**src/rtl/ngm_pkg.sv**
```systemverilog
// Package: shared types, preset codes, gradient constants and table builders.
`default_nettype none
package ngm_pkg;

   // Default table depths.
   localparam int DEF_SINE_TABLE_DEPTH  = 256;
   localparam int DEF_POWER_TABLE_DEPTH = 256;

   // Preset codes.
   localparam logic [1:0] PRESET_CLOUDS  = 2'd0;
   localparam logic [1:0] PRESET_MARBLE  = 2'd1;
   localparam logic [1:0] PRESET_FIRE    = 2'd2;
   localparam logic [1:0] PRESET_TERRAIN = 2'd3;

   // Level 1.0 in Q0.16 with the extra integer bit.
   localparam logic [16:0] T_ONE = 17'd65536;

   // Fixed-point constants of the marble phase and the sine builder.
   localparam logic [63:0] HALF_PI_Q30    = 64'd1686629713;
   localparam logic [29:0] INV_TWO_PI_Q32 = 30'd683565276;

   typedef struct packed {
      logic [7:0] r;
      logic [7:0] g;
      logic [7:0] b;
   } colour_type;

   localparam colour_type SKY_C   = '{r: 8'd74,  g: 8'd144, b: 8'd217};
   localparam colour_type WHITE_C = '{r: 8'd255, g: 8'd255, b: 8'd255};
   localparam colour_type VEIN_C  = '{r: 8'd40,  g: 8'd40,  b: 8'd46};
   localparam colour_type BASE_C  = '{r: 8'd232, g: 8'd226, b: 8'd216};

   // Fire gradient.
   localparam int FIRE_STOPS = 5;
   localparam logic [16:0] FIRE_POS [FIRE_STOPS] =
      '{17'd0, 17'd22938, 17'd39322, 17'd53740, 17'd65536};
   localparam colour_type FIRE_COL [FIRE_STOPS] = '{
      '{r: 8'd10,  g: 8'd0,   b: 8'd0},
      '{r: 8'd120, g: 8'd10,  b: 8'd0},
      '{r: 8'd220, g: 8'd90,  b: 8'd0},
      '{r: 8'd255, g: 8'd190, b: 8'd40},
      '{r: 8'd255, g: 8'd250, b: 8'd210}};
   // Reciprocal of each segment's span, floor(2^32 / span); entry zero is unused.
   localparam logic [31:0] FIRE_RECIP [FIRE_STOPS] = '{
      32'd0,
      32'(64'd4294967296 / 64'd22938),
      32'(64'd4294967296 / 64'd16384),
      32'(64'd4294967296 / 64'd14418),
      32'(64'd4294967296 / 64'd11796)};

   // Terrain gradient.
   localparam int TERRAIN_STOPS = 7;
   localparam logic [16:0] TERRAIN_POS [TERRAIN_STOPS] =
      '{17'd0, 17'd24904, 17'd28836, 17'd32768, 17'd47186, 17'd57672, 17'd65536};
   localparam colour_type TERRAIN_COL [TERRAIN_STOPS] = '{
      '{r: 8'd15,  g: 8'd40,  b: 8'd90},
      '{r: 8'd40,  g: 8'd95,  b: 8'd175},
      '{r: 8'd215, g: 8'd200, b: 8'd140},
      '{r: 8'd70,  g: 8'd140, b: 8'd60},
      '{r: 8'd110, g: 8'd100, b: 8'd95},
      '{r: 8'd250, g: 8'd250, b: 8'd250},
      '{r: 8'd255, g: 8'd255, b: 8'd255}};
   localparam logic [31:0] TERRAIN_RECIP [TERRAIN_STOPS] = '{
      32'd0,
      32'(64'd4294967296 / 64'd24904),
      32'(64'd4294967296 / 64'd3932),
      32'(64'd4294967296 / 64'd3932),
      32'(64'd4294967296 / 64'd14418),
      32'(64'd4294967296 / 64'd10486),
      32'(64'd4294967296 / 64'd7864)};

   // Beat leaving the front stages: preset and the level that picks the colour.
   typedef struct packed {
      logic        valid;
      logic [1:0]  preset;
      logic [16:0] level;
   } front_type;

   // Beat entering the blend stage.
   typedef struct packed {
      logic        valid;
      colour_type  ca;
      colour_type  cb;
      logic [16:0] weight;
   } blend_type;

   // Map a signed Q1.15 value to a Q0.16 level, clamped to [0, 1.0].
   function automatic logic [16:0] normalize(input logic signed [15:0] s);
      logic signed [17:0] v;
      v = (18'(s) <<< 1) + 18'sd32768;
      if (v < 18'sd0) begin
         return 17'd0;
      end else if (v > 18'sd65536) begin
         return T_ONE;
      end
      return v[16:0];
   endfunction

   // Sine of a phase given as a 32-bit turn fraction, Q1.15, by quarter-wave
   // symmetry and a truncating Taylor series in Q30.
   function automatic logic signed [15:0] sine_entry(input logic [63:0] p);
      logic [1:0]  quad;
      logic [63:0] r;
      logic [63:0] x;
      logic [63:0] x2;
      logic [63:0] term;
      logic [63:0] sum;
      logic [15:0] mag;
      quad = p[31:30];
      r = {34'd0, p[29:0]};
      if (quad[0]) begin
         r = 64'h4000_0000 - r;
      end
      x    = (r * HALF_PI_Q30) >> 30;
      x2   = (x * x) >> 30;
      term = x;
      sum  = x;
      term = ((term * x2) >> 30) / 64'd6;
      sum  = sum - term;
      term = ((term * x2) >> 30) / 64'd20;
      sum  = sum + term;
      term = ((term * x2) >> 30) / 64'd42;
      sum  = sum - term;
      term = ((term * x2) >> 30) / 64'd72;
      sum  = sum + term;
      sum  = sum >> 15;
      if (sum > 64'd32767) begin
         sum = 64'd32767;
      end
      mag = sum[15:0];
      return quad[1] ? -$signed(mag) : $signed(mag);
   endfunction

   // q^1.4 for a Q0.16 level q: q times the largest Q0.12 root of q^2.
   function automatic logic [16:0] power_entry(input logic [63:0] q);
      logic [63:0] lim;
      logic [63:0] lo;
      logic [63:0] hi;
      logic [63:0] mid;
      lim = (q * q) << 28;
      lo  = 64'd0;
      hi  = 64'd4096;
      for (int i = 0; i < 16; i++) begin
         if (lo < hi) begin
            mid = (lo + hi + 64'd1) >> 1;
            if (mid * mid * mid * mid * mid <= lim) begin
               lo = mid;
            end else begin
               hi = mid - 64'd1;
            end
         end
      end
      return 17'((q * lo) >> 12);
   endfunction

endpackage
`default_nettype wire

```
**src/rtl/ngm_gradient.sv**
```systemverilog
// Gradient stages: segment select and the local weight by reciprocal multiply.
`default_nettype none
module ngm_gradient
   import ngm_pkg::*;
(
   input  wire logic      clock,
   input  wire logic      reset,
   input  wire logic      stage_enable,
   input  wire front_type front_in,
   output blend_type      blend_out
);

   // Stage E: find the segment, or pass the level straight through.
   logic        e_valid_ff;
   logic        e_direct_ff, e_direct_in;
   logic [16:0] e_level_ff;
   logic [15:0] e_diff_ff, e_diff_in;
   logic [15:0] e_span_ff, e_span_in;
   logic [31:0] e_recip_ff, e_recip_in;
   colour_type  e_ca_ff, e_ca_in;
   colour_type  e_cb_ff, e_cb_in;
   logic [2:0]  seg;
   logic [2:0]  seg_lo;

   always_comb begin
      seg         = 3'd1;
      seg_lo      = 3'd0;
      e_direct_in = 1'b0;
      e_diff_in   = 16'd0;
      e_span_in   = 16'd0;
      e_recip_in  = 32'd0;
      e_ca_in     = SKY_C;
      e_cb_in     = WHITE_C;
      unique case (front_in.preset)
         PRESET_CLOUDS: begin
            e_direct_in = 1'b1;
         end
         PRESET_MARBLE: begin
            e_direct_in = 1'b1;
            e_ca_in     = VEIN_C;
            e_cb_in     = BASE_C;
         end
         PRESET_FIRE: begin
            for (int i = FIRE_STOPS - 1; i >= 1; i--) begin
               if (front_in.level <= FIRE_POS[i]) begin
                  seg = 3'(i);
               end
            end
            seg_lo     = 3'(seg - 3'd1);
            e_diff_in  = 16'(front_in.level - FIRE_POS[seg_lo]);
            e_span_in  = 16'(FIRE_POS[seg] - FIRE_POS[seg_lo]);
            e_recip_in = FIRE_RECIP[seg];
            e_ca_in    = FIRE_COL[seg_lo];
            e_cb_in    = FIRE_COL[seg];
         end
         default: begin
            for (int i = TERRAIN_STOPS - 1; i >= 1; i--) begin
               if (front_in.level <= TERRAIN_POS[i]) begin
                  seg = 3'(i);
               end
            end
            seg_lo     = 3'(seg - 3'd1);
            e_diff_in  = 16'(front_in.level - TERRAIN_POS[seg_lo]);
            e_span_in  = 16'(TERRAIN_POS[seg] - TERRAIN_POS[seg_lo]);
            e_recip_in = TERRAIN_RECIP[seg];
            e_ca_in    = TERRAIN_COL[seg_lo];
            e_cb_in    = TERRAIN_COL[seg];
         end
      endcase
   end

   always_ff @(posedge clock) begin
      if (reset) begin
         e_valid_ff <= 1'b0;
      end else if (stage_enable) begin
         e_valid_ff <= front_in.valid;
      end
      if (stage_enable) begin
         e_direct_ff <= e_direct_in;
         e_level_ff  <= front_in.level;
         e_diff_ff   <= e_diff_in;
         e_span_ff   <= e_span_in;
         e_recip_ff  <= e_recip_in;
         e_ca_ff     <= e_ca_in;
         e_cb_ff     <= e_cb_in;
      end
   end

   // Stage F: quotient estimate, at most one below the true value.
   logic        f_valid_ff;
   logic        f_direct_ff;
   logic [16:0] f_est_ff, f_est_in;
   logic [15:0] f_diff_ff;
   logic [15:0] f_span_ff;
   colour_type  f_ca_ff;
   colour_type  f_cb_ff;
   logic [47:0] est_prod;

   always_comb begin
      est_prod = 48'(e_diff_ff) * 48'(e_recip_ff);
      f_est_in = e_direct_ff ? e_level_ff : est_prod[32:16];
   end

   always_ff @(posedge clock) begin
      if (reset) begin
         f_valid_ff <= 1'b0;
      end else if (stage_enable) begin
         f_valid_ff <= e_valid_ff;
      end
      if (stage_enable) begin
         f_direct_ff <= e_direct_ff;
         f_est_ff    <= f_est_in;
         f_diff_ff   <= e_diff_ff;
         f_span_ff   <= e_span_ff;
         f_ca_ff     <= e_ca_ff;
         f_cb_ff     <= e_cb_ff;
      end
   end

   // Stage G: bump the estimate when the remainder still holds a full span.
   blend_type   g_ff, g_in;
   logic [33:0] rem;
   logic        bump;

   always_comb begin
      rem         = 34'({f_diff_ff, 16'd0}) - 34'(f_est_ff) * 34'(f_span_ff);
      bump        = !f_direct_ff && (rem >= 34'(f_span_ff));
      g_in.valid  = f_valid_ff;
      g_in.ca     = f_ca_ff;
      g_in.cb     = f_cb_ff;
      g_in.weight = f_est_ff + 17'(bump);
   end

   always_ff @(posedge clock) begin
      if (reset) begin
         g_ff.valid <= 1'b0;
      end else if (stage_enable) begin
         g_ff.valid <= g_in.valid;
      end
      if (stage_enable) begin
         g_ff.ca     <= g_in.ca;
         g_ff.cb     <= g_in.cb;
         g_ff.weight <= g_in.weight;
      end
   end

   assign blend_out = g_ff;

endmodule
`default_nettype wire

```
**config.mk**
```make
export PLATFORM = sky130hd
export DESIGN_NAME = ngm_gradient
export DESIGN_NICKNAME = d
export VERILOG_FILES = /design/src/rtl/ngm_pkg.sv /design/src/rtl/ngm_gradient.sv
export SDC_FILE = /design/constraint.sdc
export NUM_CORES = 2
export LEC_CHECK = 0
export BUFFER_PORTS_ARGS = -buffer_cell sky130_fd_sc_hd__buf_2
export CAP_MARGIN = 10
export CORE_MARGIN = 2
export CORE_UTILIZATION = 25
export CTS_CLUSTER_DIAMETER = 200
export CTS_CLUSTER_SIZE = 25
export DETAILED_ROUTE_END_ITERATION = 8
export GPL_ROUTABILITY_DRIVEN = 0
export GPL_TIMING_DRIVEN = 0
export MAX_ROUTING_LAYER = met4
export PLACE_DENSITY = 0.39
export SLEW_MARGIN = 0
export SYNTH_ARGS = -nofsm -noshare
export SYNTH_HDL_FRONTEND = slang
export SYNTH_SLANG_ARGS = --single-unit
export TNS_END_PERCENT = 50
```
**constraint.sdc**
```tcl
create_clock -name clock -period 8.6 [get_ports clock]
set_input_delay 1.29 -clock clock [delete_from_list [all_inputs] [get_ports clock]]
set_output_delay 1.29 -clock clock [all_outputs]
set_load 0.05 [all_outputs]
```
==> qor.yml <==
status: "complete, no violations"
rsz0062_at_grt: "false"
synthToLayoutAreaGrowth_pct: 11.3
setup-violations-final: 0
final_area_sq_um: 35400
clock-sinks: 280
htreeDepth: 1
critPathRequiredTime_ns: 8.87
die_x_microns: 360
yosysMostFrequentCell: "inv_1"
insertion_delay_ns: 0.53
remaining_drc_errors: 0
place_area_sq_um: 34300
nNetsFinal: 4039
startpoint_type: "register"
layout-drive-gt1-share: 0.0756
finalHoldViolCount: 0
gr-usage-all-layers: 0.158
fin_crit_ns: 8.35
ys_top_cells_by_count: "inv_1, fa_1, nand2_1"
dieArea_sq_um: 130000
endpoint: "blend_out[12]$_DFFE_PP_"
seq_area_frac_synth: 0.264
grt_max_degree: 120
die_h_microns: 360
r2r-end: "blend_out[12]$_DFFE_PP_"
cp.arrival_ns: 8.62
ys_warn_count: 0
path_common_cell: "fa_1"
cts_root_buffer: "clkbuf_16"
grt_overflow: 0
tightest_slew_ns: 0.931
core.rowCount: 130
cp_max_fo: 5
syn_inst: 3159
vias: 21900
maxSlewHeadroom: 0.378
synth.distinct_cells: 86
synth.avg_cell_area_sq_um: 10.1
async_flop_share: 0
skew_ns: 0.0388
hold_class: "register to register"
synth_ff_type: "edfxtp_1"
r2r_start: "f_est_ff[8]$_DFFE_PP_"
synth_area_sq_um: 31800
clock_path_buffers: 3
port_buffers: 87
grt_pass1_wl_mm: 152
worst_slack_ns: 0.250
initial_core_util: 0.252
slowest_delay_ns: 0.54
synth_top_area_share: 0.304
startpoint: "f_est_ff[8]$_DFFE_PP_"
wl_per_cell_microns: 20.1
final_max_slew_viol_count: 0
cts_tree: "done"
max_cap_violations: 0
fin_crit_sh: 0.971
ios: 89
synth_top_area_cell: "fa_1"
firstDrtPassIters: 5
dp_slack_ns: -2.87
core_sq_um: 126000
clk_transition_reported_paths_ns: 0.11
synth_nets: 3909
grt_pass1_vias: 23300
cts_inserted_buffers: 15
wl_mm: 99.6
vias_per_cell: 4.44
drt_first_iter_violations: 1361
postCtsHoldBufs: 0
fmax_ghz: 0.120
drt.antenna.violating_nets: 0
synth_top_cells_by_area: "fa_1, edfxtp_1, ha_1, inv_1, and2_1"
critical_path_class: "register to register"
ff2ff_setup_slack_ns: 0.25
fin_tns_setup_ns: 0
r2r_cells: 35
critPathCaptureType: "register"
ys_seq_elements: 280
crit_slowest_cell: "fa_1"
fin_hold_ws_ns: 0.390
antenna_found_initial: 5
dp_hpwl_mm: 80.5
synth-edff-count: 277
layout make-up:
type | count | area (sq um)
inverters | 622 | 2340
multi-input cells | 2116 | 20700
flip-flops and latches | 280 | 8380
clock buffers | 19 | 390
repair buffers | 131 | 840
well taps | 1650 | 2060
plain buffers | 123 | 647
diodes | 2 | 5.00
clock inverters | 1 | 20.0
fillers | 13600 | 90500
routing by layer:
layer	vias to the layer above	share of wire	GRT usage	wire length (microns)
met2	474	0.45	0.245	45000
met1	11100	0.48	0.223	47900
li1	10300	-	-	-
met5	-	0	-	0
met3	85	0.042	0.0169	4220
met4	0	0.025	0.0352	2460
registers in the layout (all words and copies together) (netlist names), 17 cells and up:
| name | flops |
|---|---|
| f_ca_ff | 24 |
| f_est_ff | 17 |
| e_recip_ff | 18 |
| blend_out | 66 |
| e_cb_ff | 24 |
| f_cb_ff | 24 |
| e_level_ff | 17 |
| e_ca_ff | 24 |
worst max-delay path, delay by kind of cell, from the launching register on:
kind,cells,cell delay [ns]
AOI/OAI and AO/OA,4,0.99
xor gates and xnor gates,2,0.20
adders and majority gates,9,3.74
buffers and inverters,8,1.03
DFF,1,0.37
and+or+nand+nor,12,1.78
logic make-up after synthesis:
logic type               count (synthesis)  share of synthesized area
adder cells (fa/ha/maj)                727                      0.400
buffers and inverters                  763                     0.0913
flip-flops                             280                      0.264
AO/OA/AOI/OAI                          385                     0.0777
AND/OR/NAND/NOR                        908                      0.140
XOR/XNOR                                86                     0.0237
multiplexers                            10                    0.00315
through the flow:
step / instances / util
2_1_floorplan: 3159 / -
3_3_place_gp: 4896 / 0.272
3_5_place_dp: 4898 / 0.273
4_1_cts: 4931 / 0.279
5_1_grt: 4943 / 0.281
6_report: 4944 / 0.281
what timing repair did:
action	in CTS	in global routing
setup endpoints to repair	19	20
pin swaps	7	15
setup buffers	27	15
resized for setup	75	60
cells in the final DEF (no fill, tap or decap), types with 13 or more instances in the layout:
| cell type | netlist | final |
|---|---|---|
| inv_1 | 621 | 621 |
| fa_1 | 482 | 482 |
| nand2_1 | 408 | 407 |
| edfxtp_1 | 277 | 277 |
| and2_1 | 249 | 249 |
| ha_1 | 245 | 239 |
| a21oi_1 | 105 | 102 |
| o21ai_0 | 95 | 91 |
| buf_2 | 4 | 90 |
| nor2_1 | 89 | 85 |
| clkbuf_1 | 127 | 78 |
| xnor2_1 | 62 | 62 |
| buf_4 | 1 | 41 |
| a21o_1 | 40 | 40 |
| nor3_1 | 26 | 25 |
| nand3_1 | 25 | 24 |
| xor2_1 | 24 | 24 |
| nand4_1 | 21 | 21 |
| clkbuf_2 | 2 | 16 |
| clkbuf_16 | 0 | 15 |
| nand2b_1 | 14 | 14 |
| a31oi_1 | 13 | 13 |
| o22ai_1 | 13 | 13 |
worst min path at each step:
stage,slack [ns],to,cells after the start,start
6_report,0.39,f_cb_ff[19]$_DFFE_PP_,0,e_cb_ff[19]$_DFFE_PP_
3_5_place_dp,0.40,blend_out[27]$_DFFE_PP_,0,f_cb_ff[10]$_DFFE_PP_
2_1_floorplan,0.40,blend_out[17]$_DFFE_PP_,0,f_cb_ff[0]$_DFFE_PP_
5_1_grt,0.40,f_cb_ff[19]$_DFFE_PP_,0,e_cb_ff[19]$_DFFE_PP_
3_3_place_gp,0.40,f_cb_ff[15]$_DFFE_PP_,0,e_cb_ff[15]$_DFFE_PP_
4_1_cts,0.39,f_cb_ff[19]$_DFFE_PP_,0,e_cb_ff[19]$_DFFE_PP_
Power is left out: the tool's default activity adds up to more than one toggle a clock period on the data nets, which glitch-free logic cannot reach.
